<file path="config.mk">
export PLATFORM = sky130hd
export DESIGN_NAME = ordered_list_engine
export DESIGN_NICKNAME = d
export VERILOG_FILES = /design/src/design/olst_pkg.sv /design/src/design/olst_store.sv /design/src/design/olst_seq.sv /design/src/design/ordered_list_engine.sv
export SDC_FILE = /design/constraint.sdc
export NUM_CORES = 1
export LEC_CHECK = 0
export ABC_CLOCK_PERIOD_IN_PS = 3750
export BUFFER_PORTS_ARGS = -buffer_cell sky130_fd_sc_hd__buf_2
export CAP_MARGIN = 20
export CORE_ASPECT_RATIO = 0.5
export CORE_MARGIN = 10
export CORE_UTILIZATION = 43
export CTS_CLUSTER_SIZE = 24
export DETAILED_ROUTE_END_ITERATION = 7
export PLACE_DENSITY = 0.7
export SYNTH_ARGS = -nofsm -noshare
export SYNTH_HDL_FRONTEND = slang
export SYNTH_SLANG_ARGS = --single-unit
</file>
<file path="constraint.sdc">
create_clock -name clock -period 3.75 [get_ports clock]
set_input_delay 0.375 -clock clock [delete_from_list [all_inputs] [get_ports clock]]
set_output_delay 0.375 -clock clock [all_outputs]
set_load 0.05 [all_outputs]
</file>
<file path="src/design/olst_pkg.sv">
// ----------------------------------------------------------------------------
// olst_pkg
// Shared types and codes for the ordered list engine: payload structs,
// operation and status codes, and the store command bundle.
// ----------------------------------------------------------------------------
`default_nettype none

package olst_pkg;

   localparam int CAPACITY = 16;
   localparam int IDX_W    = $clog2(CAPACITY);
   localparam int COUNT_W  = 5;
   localparam int WORD_W   = 32;

   localparam logic [COUNT_W-1:0] CAP_COUNT = COUNT_W'(CAPACITY);

   // Operation codes carried in the kind field.
   localparam logic [2:0] KIND_INS_FRONT  = 3'd0;
   localparam logic [2:0] KIND_INS_BACK   = 3'd1;
   localparam logic [2:0] KIND_INS_AFTER  = 3'd2;
   localparam logic [2:0] KIND_INS_BEFORE = 3'd3;
   localparam logic [2:0] KIND_DELETE     = 3'd4;
   localparam logic [2:0] KIND_SEARCH     = 3'd5;

   // Result status codes.
   localparam logic [1:0] STATUS_OK   = 2'd0;
   localparam logic [1:0] STATUS_MISS = 2'd1;
   localparam logic [1:0] STATUS_FULL = 2'd2;

   typedef struct packed {
      logic [2:0]               kind;
      logic signed [WORD_W-1:0] key;
      logic signed [WORD_W-1:0] value;
   } req_payload_type;

   typedef struct packed {
      logic [1:0]         status;
      logic [COUNT_W-1:0] count;
   } rsp_payload_type;

   typedef struct packed {
      logic               we;
      logic [IDX_W-1:0]   waddr;
      logic [WORD_W-1:0]  wdata;
      logic [IDX_W-1:0]   raddr;
   } store_cmd_type;

   typedef struct packed {
      logic            valid;
      rsp_payload_type data;
   } fin_type;

endpackage

`default_nettype wire

</file>
<file path="src/design/olst_store.sv">
// ----------------------------------------------------------------------------
// olst_store
// Entry memory: one write port and one read port with registered read data.
// ----------------------------------------------------------------------------
`default_nettype none

module olst_store (
   input  wire logic                           clock,
   input  wire olst_pkg::store_cmd_type        cmd,
   output logic [olst_pkg::WORD_W-1:0]         rdata
);

   logic [olst_pkg::WORD_W-1:0] mem [olst_pkg::CAPACITY];
   logic [olst_pkg::WORD_W-1:0] rdata_ff;

   always_ff @(posedge clock) begin
      if (cmd.we) begin
         mem[cmd.waddr] <= cmd.wdata;
      end
      rdata_ff <= mem[cmd.raddr];
   end

   assign rdata = rdata_ff;

endmodule

`default_nettype wire

</file>
<file path="src/design/olst_seq.sv">
// ----------------------------------------------------------------------------
// olst_seq
// Operation sequencer: scans the store with a single key comparator, then
// moves entries one at a time to open or close a gap.
// ----------------------------------------------------------------------------
`default_nettype none

module olst_seq (
   input  wire logic                         clock,
   input  wire logic                         reset,
   input  wire logic                         req_valid,
   output logic                              req_ready,
   input  wire olst_pkg::req_payload_type    req_data,
   output olst_pkg::store_cmd_type           cmd,
   input  wire logic [olst_pkg::WORD_W-1:0]  rdata,
   output olst_pkg::fin_type                 fin,
   input  wire logic                         fin_take
);

   localparam logic [2:0] S_IDLE   = 3'd0;
   localparam logic [2:0] S_SCAN   = 3'd1;
   localparam logic [2:0] S_INS_RD = 3'd2;
   localparam logic [2:0] S_INS_WR = 3'd3;
   localparam logic [2:0] S_DEL_RD = 3'd4;
   localparam logic [2:0] S_DEL_WR = 3'd5;
   localparam logic [2:0] S_DONE   = 3'd6;

   localparam int CW = olst_pkg::COUNT_W;
   localparam logic [CW-1:0] ONE = CW'(1);

   logic [2:0]                   state_ff,  state_in;
   logic [2:0]                   kind_ff,   kind_in;
   logic [olst_pkg::WORD_W-1:0]  key_ff,    key_in;
   logic [olst_pkg::WORD_W-1:0]  value_ff,  value_in;
   logic [CW-1:0]                ptr_ff,    ptr_in;
   logic [CW-1:0]                pos_ff,    pos_in;
   logic                         pend_ff,   pend_in;
   logic [CW-1:0]                count_ff,  count_in;
   logic [1:0]                   status_ff, status_in;

   logic          hit;
   logic [CW-1:0] hit_pos;
   logic [CW-1:0] ptr_dec;
   logic [CW-1:0] ptr_inc;

   // The one comparator: stored word against the key, bit for bit.
   assign hit     = pend_ff && (rdata == key_ff);
   assign hit_pos = ptr_ff - ONE;
   assign ptr_dec = ptr_ff - ONE;
   assign ptr_inc = ptr_ff + ONE;

   assign req_ready       = (state_ff == S_IDLE);
   assign fin.valid       = (state_ff == S_DONE);
   assign fin.data.status = status_ff;
   assign fin.data.count  = count_ff;

   always_comb begin
      state_in  = state_ff;
      kind_in   = kind_ff;
      key_in    = key_ff;
      value_in  = value_ff;
      ptr_in    = ptr_ff;
      pos_in    = pos_ff;
      pend_in   = pend_ff;
      count_in  = count_ff;
      status_in = status_ff;
      cmd.we    = 1'b0;
      cmd.waddr = ptr_ff[olst_pkg::IDX_W-1:0];
      cmd.wdata = rdata;
      cmd.raddr = ptr_ff[olst_pkg::IDX_W-1:0];

      case (state_ff)
         S_IDLE: begin
            if (req_valid) begin
               kind_in  = req_data.kind;
               key_in   = $unsigned(req_data.key);
               value_in = $unsigned(req_data.value);
               ptr_in   = '0;
               pend_in  = 1'b0;
               case (req_data.kind) inside
                  olst_pkg::KIND_INS_FRONT, olst_pkg::KIND_INS_BACK: begin
                     if (count_ff == olst_pkg::CAP_COUNT) begin
                        status_in = olst_pkg::STATUS_FULL;
                        state_in  = S_DONE;
                     end else begin
                        pos_in   = (req_data.kind == olst_pkg::KIND_INS_FRONT) ?
                                   '0 : count_ff;
                        ptr_in   = count_ff;
                        state_in = S_INS_RD;
                     end
                  end
                  olst_pkg::KIND_INS_AFTER, olst_pkg::KIND_INS_BEFORE,
                  olst_pkg::KIND_DELETE, olst_pkg::KIND_SEARCH: begin
                     if (count_ff == '0) begin
                        status_in = olst_pkg::STATUS_MISS;
                        state_in  = S_DONE;
                     end else begin
                        state_in = S_SCAN;
                     end
                  end
                  default: begin
                     status_in = olst_pkg::STATUS_MISS;
                     state_in  = S_DONE;
                  end
               endcase
            end
         end

         S_SCAN: begin
            // Reads are issued one per cycle; each compare sees the word read
            // in the cycle before, at position ptr_ff - 1.
            if (hit) begin
               case (kind_ff)
                  olst_pkg::KIND_SEARCH: begin
                     status_in = olst_pkg::STATUS_OK;
                     state_in  = S_DONE;
                  end
                  olst_pkg::KIND_DELETE: begin
                     ptr_in   = hit_pos;
                     state_in = S_DEL_RD;
                  end
                  olst_pkg::KIND_INS_AFTER, olst_pkg::KIND_INS_BEFORE: begin
                     if (count_ff == olst_pkg::CAP_COUNT) begin
                        status_in = olst_pkg::STATUS_FULL;
                        state_in  = S_DONE;
                     end else begin
                        pos_in   = (kind_ff == olst_pkg::KIND_INS_AFTER) ?
                                   hit_pos + ONE : hit_pos;
                        ptr_in   = count_ff;
                        state_in = S_INS_RD;
                     end
                  end
                  default: begin
                     status_in = olst_pkg::STATUS_MISS;
                     state_in  = S_DONE;
                  end
               endcase
            end else if (ptr_ff == count_ff) begin
               status_in = olst_pkg::STATUS_MISS;
               state_in  = S_DONE;
            end else begin
               ptr_in  = ptr_inc;
               pend_in = 1'b1;
            end
         end

         S_INS_RD: begin
            if (ptr_ff == pos_ff) begin
               cmd.we    = 1'b1;
               cmd.waddr = pos_ff[olst_pkg::IDX_W-1:0];
               cmd.wdata = value_ff;
               count_in  = count_ff + ONE;
               status_in = olst_pkg::STATUS_OK;
               state_in  = S_DONE;
            end else begin
               cmd.raddr = ptr_dec[olst_pkg::IDX_W-1:0];
               state_in  = S_INS_WR;
            end
         end

         S_INS_WR: begin
            cmd.we   = 1'b1;
            ptr_in   = ptr_dec;
            state_in = S_INS_RD;
         end

         S_DEL_RD: begin
            if (ptr_inc < count_ff) begin
               cmd.raddr = ptr_inc[olst_pkg::IDX_W-1:0];
               state_in  = S_DEL_WR;
            end else begin
               count_in  = count_ff - ONE;
               status_in = olst_pkg::STATUS_OK;
               state_in  = S_DONE;
            end
         end

         S_DEL_WR: begin
            cmd.we   = 1'b1;
            ptr_in   = ptr_inc;
            state_in = S_DEL_RD;
         end

         S_DONE: begin
            if (fin_take) begin
               state_in = S_IDLE;
            end
         end

         default: begin
            state_in = S_IDLE;
         end
      endcase
   end

   always_ff @(posedge clock) begin
      if (reset) begin
         state_ff <= S_IDLE;
         count_ff <= '0;
         pend_ff  <= 1'b0;
      end else begin
         state_ff <= state_in;
         count_ff <= count_in;
         pend_ff  <= pend_in;
      end
      kind_ff   <= kind_in;
      key_ff    <= key_in;
      value_ff  <= value_in;
      ptr_ff    <= ptr_in;
      pos_ff    <= pos_in;
      status_ff <= status_in;
   end

endmodule

`default_nettype wire

</file>
<file path="src/design/ordered_list_engine.sv">
// ----------------------------------------------------------------------------
// ordered_list_engine
// Ordered list of signed 32-bit values with insert, delete and search.
// ----------------------------------------------------------------------------
// The engine accepts one request at a time. A keyed operation scans from the
// head, one entry per cycle through a single comparator on an entry memory
// with one read port. Inserts and deletes then move every entry behind the
// gap, one read and then one write per entry, so a front insert moves every
// entry while a back insert moves none. The finished result is then handed to
// the output register, which lets the next request start while a result still
// waits on rsp_ready.
`default_nettype none

module ordered_list_engine (
   input  wire logic                         clock,
   input  wire logic                         reset,
   input  wire logic                         req_valid,
   output logic                              req_ready,
   input  wire olst_pkg::req_payload_type    req_data,
   output logic                              rsp_valid,
   input  wire logic                         rsp_ready,
   output olst_pkg::rsp_payload_type         rsp_data
);

   olst_pkg::store_cmd_type     cmd;
   logic [olst_pkg::WORD_W-1:0] rdata;
   olst_pkg::fin_type           fin;
   logic                        fin_take;

   logic                        rsp_valid_ff, rsp_valid_in;
   olst_pkg::rsp_payload_type   rsp_data_ff,  rsp_data_in;

   olst_store u_store (
      .clock (clock),
      .cmd   (cmd),
      .rdata (rdata)
   );

   olst_seq u_seq (
      .clock     (clock),
      .reset     (reset),
      .req_valid (req_valid),
      .req_ready (req_ready),
      .req_data  (req_data),
      .cmd       (cmd),
      .rdata     (rdata),
      .fin       (fin),
      .fin_take  (fin_take)
   );

   // The output slot is free when empty or when its transfer completes now.
   assign fin_take = !rsp_valid_ff || rsp_ready;

   always_comb begin
      rsp_valid_in = rsp_valid_ff;
      rsp_data_in  = rsp_data_ff;
      if (fin.valid && fin_take) begin
         rsp_valid_in = 1'b1;
         rsp_data_in  = fin.data;
      end else if (rsp_ready) begin
         rsp_valid_in = 1'b0;
      end
   end

   always_ff @(posedge clock) begin
      if (reset) begin
         rsp_valid_ff <= 1'b0;
      end else begin
         rsp_valid_ff <= rsp_valid_in;
      end
      rsp_data_ff <= rsp_data_in;
   end

   assign rsp_valid = rsp_valid_ff;
   assign rsp_data  = rsp_data_ff;

endmodule

`default_nettype wire

</file>
==> impl_metrics.json <==
{
  "status": "finished, final reports clean",
  "ys_ff_latch": 640,
  "finalSetupTns_ns": 0,
  "netlist.area_leader.share_pct": 72.3,
  "clock.fmax_ghz": 0.281,
  "setup_viol_count_final": 0,
  "io_pins": 80,
  "netlist_area_sq_um": 24800,
  "clk_pin_slew_ns": 0.07,
  "synth.avg_cell_area_sq_um": 20.0,
  "h-tree-depth": 2,
  "synth.net_count": 1327,
  "max_slew_margin_pct": 54.4,
  "cts_tree": "yes",
  "worst_skew_pair.late_latency_ns": 0.60,
  "cts-root-buf": "clkbuf_16",
  "wl_per_cell_microns": 25.0,
  "synth_commonest_cells": "edfxtp_1 (598), mux4_2 (128), a22oi_1 (68), nand2_1 (62), nor2_1 (46)",
  "hpwl_microns": 31600,
  "numCtsBuffers": 56,
  "yosysSeqAreaShare_pct": 75.7,
  "gp_congestion": 0.811,
  "crit_slowest_cell": "buf_4",
  "crit_chain": "ha_1 -> nand3_1 -> xnor2_1 -> ha_1 -> and2_4 -> a221oi_4 -> nand3_2 -> buf_4 -> a211oi_2 -> xnor2_1 -> nor2_4 -> buf_4 -> a22oi_1 -> nand2_1",
  "period_needed_ns": 3.57,
  "viasPerCell": 5.65,
  "fillCellCount": 4398,
  "die-area_sq_um": 68400,
  "synth_edf_count": 598,
  "clockBufferDepth": 3,
  "place_area_sq_um": 26800,
  "synth_area_leader_cell": "edfxtp_1",
  "synthTopCellsByArea": "edfxtp_1 (72%), mux4_2 (12%), dfxtp_1 (3.4%), a22oi_1 (2.1%), mux2_2 (1.5%)",
  "clock-sinks": 640,
  "hold_viol": 0,
  "die_w_microns": 360,
  "antenna_left": 0,
  "min_path_type": "in2reg",
  "crit_path_start_kind": "flip-flop",
  "vias": 12845,
  "p_leak_nw": 9.71,
  "critical_path.top_delay_family": "compound AO/OA/AOI/OAI gates",
  "maxCapViolCount": 0,
  "gr-usage-all-layers_pct": 16.3,
  "slew_violations": 0,
  "crit_arrival_ns": 4.09,
  "synthCells": 1245,
  "start_util_pct": 43.4,
  "ir_drop_uv": 620,
  "fin_crit_sh_pct": 95.1,
  "rsz0062_at_grt": "no",
  "grt_max_degree": 42,
  "area_growth_pct": 18.7,
  "fin_skew_ns": 0.0258,
  "seq_area_sq_um": 18800,
  "antenna_found_initial": 2,
  "synthDistinctLibCells": 61,
  "overflow": 0,
  "grt_pass1_vias": 13235,
  "dr.first_iter.drc_count": 1291,
  "fin_nets": 1537,
  "worstSetupPathType": "reg2reg",
  "core_area_sq_um": 57200,
  "worst_pin_slew_ns": 0.684,
  "drc": 0,
  "pwr_density_cell_nw_per_um2": 883,
  "async_flop_share_pct": 0,
  "layout-drive-gt1-share_pct": 28.7,
  "path_max_fanout": 32,
  "fin_area_sq_um": 29500,
  "yosysMostFrequentCell": "edfxtp_1",
  "critPathMaxStageDelay_ns": 0.48,
  "io_buffers": 79,
  "synth_ff_type": "edfxtp_1",
  "fp-row-count": 62,
  "yosysWarningCount": 0,
  "drt_pass1_iterations": 5,
  "routed_wl_microns": 56800,
  "multi_input_area_sq_um": 5840,
  "cp_num_buf_inv": 2,
  "grt_first_pass_wirelength_microns": 84900,
  "endpoint_kind": "flip-flop",
  "fin_util_pct": 51.5,
  "dieHeight_microns": 190,
  "crit_required_ns": 4.27
}
per-stage QoR:
step	total power, W	hold slack (ns)	std cells	setup WS (ns)
6_report	0.0261	0.0880	2273	0.185
5_1_grt	0.0273	0.0932	2272	0.0225
4_1_cts	0.0261	0.0669	2263	0.124
3_5_place_dp	0.0199	0.453	2090	0.173
3_3_place_gp	0.0197	0.438	2090	0.221
2_1_floorplan	0.0171	0.406	1245	0.170
sequential cells by signal (all words and copies together) (netlist names):
register and flops:
u_seq.pos_ff 5, rsp_data 7, u_seq.ptr_ff 5, u_seq.key_ff 32
u_store.rdata 32, rsp_valid 1, u_seq.kind_ff 3, u_seq.value_ff 32
u_store.mem 512, u_seq.pend_ff 1, u_seq.count_ff 5, u_seq.status_ff 2
u_seq.state_ff 3
logic make-up (layout without fill, tap and decap cells):
logic type	after synthesis	after routing	share of synthesized area [%]
muxes	161	161	13.1
xor gates and xnor gates	59	59	2.11
adders and majority gates	11	11	0.584
AOI/OAI and AO/OA	130	130	3.82
other	0	2	0
DFF	640	640	75.7
and+or+nand+nor	168	168	3.16
buffers and inverters	76	334	1.58
layer usage:
metal,part of all wire [%],track usage [%]
met1,40,21.3
met2,51,28.5
met3,6.9,2.60
met4,1.7,3.99
met5,0,0
placed cells by master, fill, tap and decap left out, types with 9 or more instances in the layout:
master,netlist,final
mux4_2,128,128
nand3_1,11,11
clkinv_2,0,11
buf_12,0,23
dfxtp_1,42,42
nor2_4,0,20
dlygate4sd3_1,0,67
a21oi_1,20,20
ha_1,10,10
xor2_1,41,41
nor2_1,46,26
bufinv_16,0,9
xnor2_1,17,17
buf_2,17,79
clkbuf_1,24,11
edfxtp_1,598,598
nor4_1,10,10
inv_1,14,14
buf_4,7,41
a22oi_1,68,68
o21ai_0,13,13
nand2_1,62,61
mux2_2,32,32
clkbuf_16,0,56
cell type report:
class / instances / area share, %
tap: 768 / 3.26
clock buffer: 74 / 5.22
inverter: 15 / 0.191
multi-input combinational: 529 / 19.8
sequential: 640 / 63.7
antenna: 2 / 0.0170
timing repair buffer: 213 / 6.37
clock inverter: 32 / 1.44
report_power, final:
part / leakage, nW / internal [W] / switching, W
registers: 5.79 / 0.00944 / 0.000421
clock network: 0.956 / 0.00353 / 0.00254
logic: 2.97 / 0.00465 / 0.00548
repair_timing:
| action | in CTS | in global routing |
|---|---|---|
| resized for setup | 0 | 2 |
| buffers inserted | 0 | 7 |
| hold buffers | 67 | 0 |
| endpoints found under the setup margin | 0 | 7 |
| endpoints found under the hold margin | 67 | 0 |
final timing paths:
check,from,end,slack [ns],cells after the start
max reg2reg,u_seq.ptr_ff[0],u_store.rdata[10],0.18,14
max,u_seq.ptr_ff[0],u_store.rdata[10],0.18,14
min reg2reg,u_seq.status_ff[1],rsp_data[6],0.46,0
min,reset,u_seq.count_ff[4],0.09,2
(Power assumes the default switching activity.)
